`config.mk`:
```
export PLATFORM = sky130hd
export DESIGN_NAME = deadlock_detection_engine
export DESIGN_NICKNAME = d
export VERILOG_FILES = /design/src/hw/rtl/dde_pkg.sv /design/src/hw/rtl/dde_matrix.sv /design/src/hw/rtl/deadlock_detection_engine.sv
export SDC_FILE = /design/constraint.sdc
export NUM_CORES = 2
export LEC_CHECK = 0
export BUFFER_PORTS_ARGS = -buffer_cell sky130_fd_sc_hd__buf_4
export CORE_MARGIN = 4
export CORE_UTILIZATION = 29
export DETAILED_ROUTE_END_ITERATION = 10
export PLACE_DENSITY_LB_ADDON = 0.12
export SYNTH_ARGS = -nofsm -noshare
export SYNTH_HDL_FRONTEND = slang
export SYNTH_SLANG_ARGS = --single-unit
```
`constraint.sdc`:
```
create_clock -name clk -period 5.09 [get_ports clk]
set_input_delay 1.018 -clock clk [delete_from_list [all_inputs] [get_ports clk]]
set_output_delay 1.018 -clock clk [all_outputs]
set_load 0.02 [all_outputs]
```
`src/hw/rtl/dde_pkg.sv`:
```
`default_nettype none

package dde_pkg;

    // Table dimensions
    localparam int PROCS     = 8;
    localparam int RESOURCES = 4;

    // Field and store widths
    localparam int AMT_W     = 12;
    localparam int AVAIL_W   = 16;
    localparam int PROC_F_W  = 3;
    localparam int RES_F_W   = 2;
    localparam int TYPE_W    = 2;
    localparam int KIND_W    = 2;

    // Derived index and counter widths
    localparam int PW        = (PROCS > 1) ? $clog2(PROCS) : 1;
    localparam int RW        = (RESOURCES > 1) ? $clog2(RESOURCES) : 1;
    localparam int MAT_DEPTH = PROCS * RESOURCES;
    localparam int MAT_IDX_W = (MAT_DEPTH > 1) ? $clog2(MAT_DEPTH) : 1;
    localparam int CNT_W     = $clog2(PROCS + 1);

    // Input item codes
    typedef enum logic [TYPE_W-1:0] {
        REQ_LOAD_AVAIL = 2'd0,
        REQ_LOAD_ALLOC = 2'd1,
        REQ_LOAD_REQ   = 2'd2,
        REQ_RUN        = 2'd3
    } req_type_t;

    // Result kinds
    typedef enum logic [KIND_W-1:0] {
        KIND_SERVED  = 2'd0,
        KIND_DEAD    = 2'd1,
        KIND_VERDICT = 2'd2
    } kind_t;

    // Write and read control for the allocation/request tables
    typedef struct packed {
        logic                 wr_alloc;
        logic                 wr_req;
        logic [MAT_IDX_W-1:0] wr_idx;
        logic [AMT_W-1:0]     wr_data;
        logic [MAT_IDX_W-1:0] rd_idx;
    } mat_ctl_t;

endpackage

`default_nettype wire

```
`src/hw/rtl/dde_matrix.sv`:
```
`default_nettype none

// Allocation and request tables, one write and one read address per cycle
module dde_matrix (
    input  wire logic                      clk,
    input  wire logic                      rst_n,
    input  wire dde_pkg::mat_ctl_t         ctl,
    output logic [dde_pkg::AMT_W-1:0]      alloc_rd,
    output logic [dde_pkg::AMT_W-1:0]      req_rd
);

    logic [dde_pkg::AMT_W-1:0] alloc_reg [dde_pkg::MAT_DEPTH];
    logic [dde_pkg::AMT_W-1:0] req_reg   [dde_pkg::MAT_DEPTH];

    // Write loads and serve clears
    always_ff @(posedge clk or negedge rst_n)
    begin
        if (!rst_n)
        begin
            for (int i = 0; i < dde_pkg::MAT_DEPTH; i++)
            begin
                alloc_reg[i] <= '0;
                req_reg[i]   <= '0;
            end
        end
        else
        begin
            if (ctl.wr_alloc)
            begin
                alloc_reg[ctl.wr_idx] <= ctl.wr_data;
            end
            if (ctl.wr_req)
            begin
                req_reg[ctl.wr_idx] <= ctl.wr_data;
            end
        end
    end

    // Read the entry under the sequencer's cursor
    assign alloc_rd = alloc_reg[ctl.rd_idx];
    assign req_rd   = req_reg[ctl.rd_idx];

endmodule

`default_nettype wire

```
`src/hw/rtl/deadlock_detection_engine.sv`:
```
`default_nettype none

// Deadlock detection engine.
// Input stream (s_axis): tuser selects the item kind (load available, load
// allocation, load request, run). tdata carries proc, resource and amount.
// Loads write one table entry and give no result.
// A run clears the served flags and sweeps processes in index order with a
// single compare/add unit: it checks a process's requests against available
// one resource at a time, releases its allocation one resource at a time
// (saturating at 65535), then steps to the next process. Sweeps repeat until
// one serves nobody, and then the results are reported. tready is low for the
// whole run and while it reports.
// Output stream (m_axis): PROCS + 1 transfers per run: served processes in
// serving order, deadlocked processes in index order, then the verdict with
// tlast high. deadlock is set on every transfer of a deadlocked run.
// Results sit in one output register; when the receiver stalls the report
// waits, and a new item can be accepted while the verdict is still pending.
// Reset clears all tables and counters and empties the output register.
module deadlock_detection_engine (
    input  wire logic        clk,
    input  wire logic        rst_n,
    input  wire logic        s_axis_tvalid,
    output logic             s_axis_tready,
    input  wire logic [23:0] s_axis_tdata,   // proc[2:0], resource[4:3], amount[16:5]
    input  wire logic [1:0]  s_axis_tuser,   // req_type[1:0]
    output logic             m_axis_tvalid,
    input  wire logic        m_axis_tready,
    output logic [7:0]       m_axis_tdata,   // proc_res[2:0], deadlock[3]
    output logic [1:0]       m_axis_tuser,   // kind[1:0]
    output logic             m_axis_tlast
);

    typedef enum logic [2:0] {
        ST_IDLE,
        ST_CHECK,
        ST_SERVE,
        ST_STEP,
        ST_EMIT_SRV,
        ST_EMIT_DEAD,
        ST_EMIT_VERD
    } state_t;

    state_t                        state_reg, state_next;
    logic [dde_pkg::PW-1:0]        p_reg, p_next;
    logic [dde_pkg::RW-1:0]        r_reg, r_next;
    logic [dde_pkg::CNT_W-1:0]     e_reg, e_next;
    logic [dde_pkg::CNT_W-1:0]     count_reg, count_next;
    logic                          prog_reg, prog_next;
    logic [dde_pkg::PROCS-1:0]     flags_reg, flags_next;

    logic                          m_valid_reg, m_valid_next;
    dde_pkg::kind_t                m_kind_reg, m_kind_next;
    logic [dde_pkg::PROC_F_W-1:0]  m_proc_reg, m_proc_next;
    logic                          m_dl_reg, m_dl_next;
    logic                          m_last_reg, m_last_next;

    logic [dde_pkg::AVAIL_W-1:0]   avail_reg [dde_pkg::RESOURCES];
    logic [dde_pkg::PW-1:0]        order_reg [dde_pkg::PROCS];

    logic                          avail_we;
    logic [dde_pkg::RW-1:0]        avail_widx;
    logic [dde_pkg::AVAIL_W-1:0]   avail_wdata;
    logic                          order_we;

    dde_pkg::mat_ctl_t             mat_ctl;
    logic [dde_pkg::AMT_W-1:0]     alloc_rd;
    logic [dde_pkg::AMT_W-1:0]     req_rd;

    logic                          s_fire;
    logic                          out_free;
    logic                          dl;
    logic [dde_pkg::PROC_F_W-1:0]  in_proc;
    logic [dde_pkg::RES_F_W-1:0]   in_res;
    logic [dde_pkg::AMT_W-1:0]     in_amt;
    logic                          in_proc_ok;
    logic                          in_res_ok;
    logic [dde_pkg::AVAIL_W-1:0]   avail_cur;
    logic [dde_pkg::AVAIL_W:0]     avail_sum;
    logic                          p_last;
    logic                          r_last;

    // Unpack the input transfer
    assign in_proc    = s_axis_tdata[2:0];
    assign in_res     = s_axis_tdata[4:3];
    assign in_amt     = s_axis_tdata[16:5];
    assign in_proc_ok = 32'(in_proc) < dde_pkg::PROCS;
    assign in_res_ok  = 32'(in_res) < dde_pkg::RESOURCES;

    assign s_axis_tready = (state_reg == ST_IDLE);
    assign s_fire        = s_axis_tvalid && s_axis_tready;
    assign out_free      = !m_valid_reg || m_axis_tready;

    assign p_last    = (p_reg == dde_pkg::PW'(dde_pkg::PROCS - 1));
    assign r_last    = (r_reg == dde_pkg::RW'(dde_pkg::RESOURCES - 1));
    assign dl        = (count_reg != dde_pkg::CNT_W'(dde_pkg::PROCS));
    assign avail_cur = avail_reg[r_reg];
    assign avail_sum = {1'b0, avail_cur} + (dde_pkg::AVAIL_W + 1)'(alloc_rd);

    dde_matrix u_matrix (
        .clk      (clk),
        .rst_n    (rst_n),
        .ctl      (mat_ctl),
        .alloc_rd (alloc_rd),
        .req_rd   (req_rd)
    );

    // Sequencer next state
    always_comb
    begin
        state_next   = state_reg;
        p_next       = p_reg;
        r_next       = r_reg;
        e_next       = e_reg;
        count_next   = count_reg;
        prog_next    = prog_reg;
        flags_next   = flags_reg;
        m_valid_next = m_valid_reg;
        m_kind_next  = m_kind_reg;
        m_proc_next  = m_proc_reg;
        m_dl_next    = m_dl_reg;
        m_last_next  = m_last_reg;
        avail_we     = 1'b0;
        avail_widx   = r_reg;
        avail_wdata  = '0;
        order_we     = 1'b0;

        mat_ctl.wr_alloc = 1'b0;
        mat_ctl.wr_req   = 1'b0;
        mat_ctl.wr_idx   = dde_pkg::MAT_IDX_W'(32'(in_proc) * dde_pkg::RESOURCES
                                                + 32'(in_res));
        mat_ctl.wr_data  = in_amt;
        mat_ctl.rd_idx   = dde_pkg::MAT_IDX_W'(32'(p_reg) * dde_pkg::RESOURCES
                                                + 32'(r_reg));

        // Drop the output once it is taken
        if (m_valid_reg && m_axis_tready)
        begin
            m_valid_next = 1'b0;
        end

        unique case (state_reg)
            ST_IDLE:
            begin
                if (s_fire)
                begin
                    unique case (dde_pkg::req_type_t'(s_axis_tuser))
                        dde_pkg::REQ_LOAD_AVAIL:
                        begin
                            avail_we    = in_res_ok;
                            avail_widx  = dde_pkg::RW'(in_res);
                            avail_wdata = dde_pkg::AVAIL_W'(in_amt);
                        end
                        dde_pkg::REQ_LOAD_ALLOC:
                        begin
                            mat_ctl.wr_alloc = in_proc_ok && in_res_ok;
                        end
                        dde_pkg::REQ_LOAD_REQ:
                        begin
                            mat_ctl.wr_req = in_proc_ok && in_res_ok;
                        end
                        dde_pkg::REQ_RUN:
                        begin
                            flags_next = '0;
                            count_next = '0;
                            prog_next  = 1'b0;
                            p_next     = '0;
                            r_next     = '0;
                            state_next = ST_CHECK;
                        end
                        default:
                        begin
                            state_next = ST_IDLE;
                        end
                    endcase
                end
            end

            // Compare one request against available per cycle
            ST_CHECK:
            begin
                if (flags_reg[p_reg] ||
                    (dde_pkg::AVAIL_W'(req_rd) > avail_cur))
                begin
                    r_next     = '0;
                    state_next = ST_STEP;
                end
                else if (r_last)
                begin
                    r_next     = '0;
                    state_next = ST_SERVE;
                end
                else
                begin
                    r_next = r_reg + 1'b1;
                end
            end

            // Release one allocation per cycle, saturating available
            ST_SERVE:
            begin
                avail_we         = 1'b1;
                avail_wdata      = avail_sum[dde_pkg::AVAIL_W] ? '1
                                   : avail_sum[dde_pkg::AVAIL_W-1:0];
                mat_ctl.wr_alloc = 1'b1;
                mat_ctl.wr_idx   = mat_ctl.rd_idx;
                mat_ctl.wr_data  = '0;
                if (r_last)
                begin
                    r_next            = '0;
                    flags_next[p_reg] = 1'b1;
                    order_we          = 1'b1;
                    count_next        = count_reg + 1'b1;
                    prog_next         = 1'b1;
                    state_next        = ST_STEP;
                end
                else
                begin
                    r_next = r_reg + 1'b1;
                end
            end

            // Advance to the next process; rescan while a sweep made progress
            ST_STEP:
            begin
                r_next = '0;
                if (p_last)
                begin
                    p_next = '0;
                    if (prog_reg)
                    begin
                        prog_next  = 1'b0;
                        state_next = ST_CHECK;
                    end
                    else
                    begin
                        e_next     = '0;
                        state_next = ST_EMIT_SRV;
                    end
                end
                else
                begin
                    p_next     = p_reg + 1'b1;
                    state_next = ST_CHECK;
                end
            end

            // Report served processes in serving order
            ST_EMIT_SRV:
            begin
                if (e_reg == count_reg)
                begin
                    p_next     = '0;
                    state_next = ST_EMIT_DEAD;
                end
                else if (out_free)
                begin
                    m_valid_next = 1'b1;
                    m_kind_next  = dde_pkg::KIND_SERVED;
                    m_proc_next  = dde_pkg::PROC_F_W'(order_reg[e_reg[dde_pkg::PW-1:0]]);
                    m_dl_next    = dl;
                    m_last_next  = 1'b0;
                    e_next       = e_reg + 1'b1;
                end
            end

            // Report unserved processes in index order
            ST_EMIT_DEAD:
            begin
                if (flags_reg[p_reg] || out_free)
                begin
                    if (!flags_reg[p_reg])
                    begin
                        m_valid_next = 1'b1;
                        m_kind_next  = dde_pkg::KIND_DEAD;
                        m_proc_next  = dde_pkg::PROC_F_W'(p_reg);
                        m_dl_next    = dl;
                        m_last_next  = 1'b0;
                    end
                    if (p_last)
                    begin
                        p_next     = '0;
                        state_next = ST_EMIT_VERD;
                    end
                    else
                    begin
                        p_next = p_reg + 1'b1;
                    end
                end
            end

            ST_EMIT_VERD:
            begin
                if (out_free)
                begin
                    m_valid_next = 1'b1;
                    m_kind_next  = dde_pkg::KIND_VERDICT;
                    m_proc_next  = '0;
                    m_dl_next    = dl;
                    m_last_next  = 1'b1;
                    state_next   = ST_IDLE;
                end
            end

            default:
            begin
                state_next = ST_IDLE;
            end
        endcase
    end

    // Hold sequencer state and the output register
    always_ff @(posedge clk or negedge rst_n)
    begin
        if (!rst_n)
        begin
            state_reg   <= ST_IDLE;
            p_reg       <= '0;
            r_reg       <= '0;
            e_reg       <= '0;
            count_reg   <= '0;
            prog_reg    <= 1'b0;
            flags_reg   <= '0;
            m_valid_reg <= 1'b0;
            m_kind_reg  <= dde_pkg::KIND_SERVED;
            m_proc_reg  <= '0;
            m_dl_reg    <= 1'b0;
            m_last_reg  <= 1'b0;
        end
        else
        begin
            state_reg   <= state_next;
            p_reg       <= p_next;
            r_reg       <= r_next;
            e_reg       <= e_next;
            count_reg   <= count_next;
            prog_reg    <= prog_next;
            flags_reg   <= flags_next;
            m_valid_reg <= m_valid_next;
            m_kind_reg  <= m_kind_next;
            m_proc_reg  <= m_proc_next;
            m_dl_reg    <= m_dl_next;
            m_last_reg  <= m_last_next;
        end
    end

    // Available vector and serving order
    always_ff @(posedge clk or negedge rst_n)
    begin
        if (!rst_n)
        begin
            for (int i = 0; i < dde_pkg::RESOURCES; i++)
            begin
                avail_reg[i] <= '0;
            end
            for (int i = 0; i < dde_pkg::PROCS; i++)
            begin
                order_reg[i] <= '0;
            end
        end
        else
        begin
            if (avail_we)
            begin
                avail_reg[avail_widx] <= avail_wdata;
            end
            if (order_we)
            begin
                order_reg[count_reg[dde_pkg::PW-1:0]] <= p_reg;
            end
        end
    end

    assign m_axis_tvalid = m_valid_reg;
    assign m_axis_tuser  = m_kind_reg;
    assign m_axis_tlast  = m_last_reg;
    assign m_axis_tdata  = {4'b0000, m_dl_reg, m_proc_reg};

    // Served count never passes the process count
    a_count_bound: assert property (@(posedge clk) disable iff (!rst_n)
        32'(count_reg) <= dde_pkg::PROCS)
        else $error("served count out of range");

    // tlast marks exactly the verdict
    a_last_verdict: assert property (@(posedge clk) disable iff (!rst_n)
        m_axis_tvalid |-> (m_axis_tlast == (m_axis_tuser == dde_pkg::KIND_VERDICT)))
        else $error("tlast does not match verdict");

    // A deadlocked process only appears in a deadlocked run
    a_dead_flag: assert property (@(posedge clk) disable iff (!rst_n)
        (m_axis_tvalid && (m_axis_tuser == dde_pkg::KIND_DEAD)) |-> m_axis_tdata[3])
        else $error("deadlocked process reported without verdict flag");

endmodule

`default_nettype wire
```
==> impl_metrics.ini <==
[setup_path]
crit_start = r_reg[0]$_DFFE_PN0P_
crit_required_ns = 5.75
crit_family = compound AO/OA/AOI/OAI gates
path_common_cell = o21ai_0
crit_path_end_kind = flop
arrival_ns = 5.37
cp-start-kind = flop
worstReg2RegStart = r_reg[0]$_DFFE_PN0P_
critPathCapture = avail_reg[47]$_DFFE_PN0P_
crit_type = reg2reg
cp.buffers_inverters = 3
slowest_delay_ns = 0.57
regToRegSetupSlack_ns = 0.38
crit_fanout = 15
crit_path_cell_trace = buf_12 -> buf_4 -> mux4_2 -> a22oi_1 -> nand4_1 -> ha_1 -> o21ai_0 -> o21ai_0 -> a31oi_1 -> buf_4 -> o21ai_0 -> o211ai_1 -> a32oi_1 -> a22o_1
r2r_end = avail_reg[47]$_DFFE_PN0P_
cpMaxStageDelayCell = dfrtp_4
rr_worst_depth = 14
crit_cells = 14

[clock_tree]
clkSinkCount = 888
cts_made_buffers = 104
htree_levels = 3
cts.root.buffer_cell = clkbuf_16
cts_setup_buffers = 0
cts_hold_buf = 0
clockBufferDepth = 3
worstSkewPairLatency_ns = 0.72
cts_resized = 0
clk_pin_slew_ns = 0.06
cts_tree = yes

[synthesis]
yosysMostFrequentCell = dfrtp_1
syn-cell-area_mm2 = 0.0403
yosysTopAreaCell = dfrtp_1
synthDistinctLibCells = 71
synth-async-reset-ratio_pct = 100
syn_inst = 3504
synth_area_leaders = dfrtp_1 (55%), mux4_2 (12%), nand2_1 (6.6%)
yosys.area.top_type_share_pct = 55.2
synth_seq_cells = 888
synth_common_cells = dfrtp_1 (888), nand2_1 (707), o21ai_0 (406), o21ai_1 (241), mux4_2 (214)
yosys_warnings = 0
synth_edf_count = 0
syn_area_per_cell_um2 = 11.5
yosysSeqAreaShare_pct = 55.2
synthFlopType = dfrtp_1

[sta]
max_slew_margin_pct = 25.1
hold_viol_final = 0
skew_ns = 0.0311
rsz0062_at_grt = false
final_max_slew_viol_count = 0
setup_violations = 0
timing.setup.tns_ns = 0
tightestPinTransition_ns = 1.12
timing.final.crit_share_pct = 92.5
timing.hold.ws_ns = 0.301
fmax_ghz = 0.212
fin_crit_ns = 4.71

[power_and_ir_drop]
swShare_pct = 22.1
ir_worst_vdd_v = 0.000266
clkPwrFrac_pct = 51.7
p_int_mw = 11.7
leakagePower_nw = 19.9
p_sw_mw = 3.31
powerDensity_mw_per_mm2 = 320
combPwrFrac_pct = 1.3
seq_power_share_pct = 47.0

[global_routing]
use_met1_pct = 27.0
use_met3_pct = 2.29
grt_max_degree = 125
antenna_found_initial = 6
grt_pass1_wl_um = 204000
grt_pass1_vias = 28000
grt_busiest_layer = met2
met2_usage_pct = 30.7
grt_util_all_layers_pct = 18.9
grt_overflow = 0

[routing]
drc = 0
dr.pass1.iters = 5
drt_iter0_markers = 1875
vias = 27300
ant_nets = 0
drt-total-wl_um = 137000
routed_via_density = 5.04
wire_per_inst_um = 25.2

[placed_design]
place_hpwl_um = 88800
gp_congestion = 0.792
port-buffer-count = 31

[status]
outcome = finished clean

[floorplanning]
initial_core_util_pct = 29.3
core_mm2 = 0.138
placementRows = 136
ios = 43
die_h_um = 381
dieArea_mm2 = 0.145
die_x_um = 381

[job]
drv_cap = 0

[cells_and_area]
nets = 3606
layout-drive-gt1-share_pct = 24.2
area_delta_synth_final_pct = 16.5

[min_path]
hold_path_class = in2async
-- stage by stage --
stage               utilization (%)  worst slack (ns)  power (mW)  instance area, um2  instances
CTS                            34.1             0.461        15.2               46900       5420
global route                   34.1            0.0694        15.6               46900       5420
global placement               31.5             0.444        7.40               43400       5233
detailed placement             31.5             0.449        7.40               43400       5233
finish                         34.1             0.383        15.0               46900       5422
floorplan                         -             0.918        7.20               40300       3507
-- layout make-up --
cell class | count | area, um2
Fill cell | 13700 | 90700
Inverter | 26 | 97.6
Sequential cell | 888 | 22200
Timing Repair Buffer | 233 | 2080
Clock inverter | 35 | 435
Clock buffer | 152 | 3100
Antenna cell | 2 | 5.00
Tap cell | 1794 | 2240
Multi-Input combinational cell | 2292 | 16700
-- layer usage --
metal  vias up  wire, um
met5         -         9
met4         2      2760
met3       155      4890
met2       480     64400
met1     14000     64500
li1      12700         -
-- power by group through the flow --
stage	Sequential, mW	Clock, mW	Combinational, mW
after floorplan	7.19	0	0.00782
after global placement	7.19	0	0.210
after detailed placement	7.19	0	0.208
after CTS	7.06	7.98	0.208
after global routing	7.06	8.27	0.228
final	7.06	7.76	0.195
-- cell families after synthesis --
logic type | share of synthesized area (%)
muxes | 18.3
and+or+nand+nor | 9.80
adders and majority gates | 0.982
xor gates and xnor gates | 0.348
AOI/OAI and AO/OA | 11.9
DFF | 55.2
other | 0.00931
buffers and inverters | 3.48
-- layout by cell type, fill, tap and decap left out, drive strengths merged, types with 22 or more instances in the layout --
master and n:
dfrtp 888, nand2 711, o21ai 648, buf 233, mux2 221, mux4 214, clkbuf 152, a22oi 91
nor2 69, a21oi 48, nand3 43, nand4 42, ha 30, inv 28, clkinv 23, and2 22
-- worst reg2reg max path, stage by stage (launching register included) --
cell and delay, ns:
dfrtp_4 0.57, buf_12 0.27, buf_4 0.26, mux4_2 0.51, a22oi_1 0.33, nand4_1 0.39, ha_1 0.50, o21ai_0 0.13
o21ai_0 0.29, a31oi_1 0.15, buf_4 0.17, o21ai_0 0.36, o211ai_1 0.13, a32oi_1 0.39, a22o_1 0.21
-- how the worst min path moves through the flow --
stage | depth (start not counted) | slack [ns] | endpoint
floorplan | 2 | 0.44 | avail_reg[29]$_DFFE_PN0P_
global placement | 2 | 0.46 | u_matrix.req_reg[8]$_DFFE_PN0P_
detailed placement | 2 | 0.47 | u_matrix.req_reg[8]$_DFFE_PN0P_
CTS | 1 | 0.30 | u_matrix.req_reg[141]$_DFFE_PN0P_
global route | 1 | 0.34 | u_matrix.req_reg[141]$_DFFE_PN0P_
finish | 1 | 0.30 | u_matrix.req_reg[141]$_DFFE_PN0P_
No activity file was read; power rests on OpenSTA's default activity.
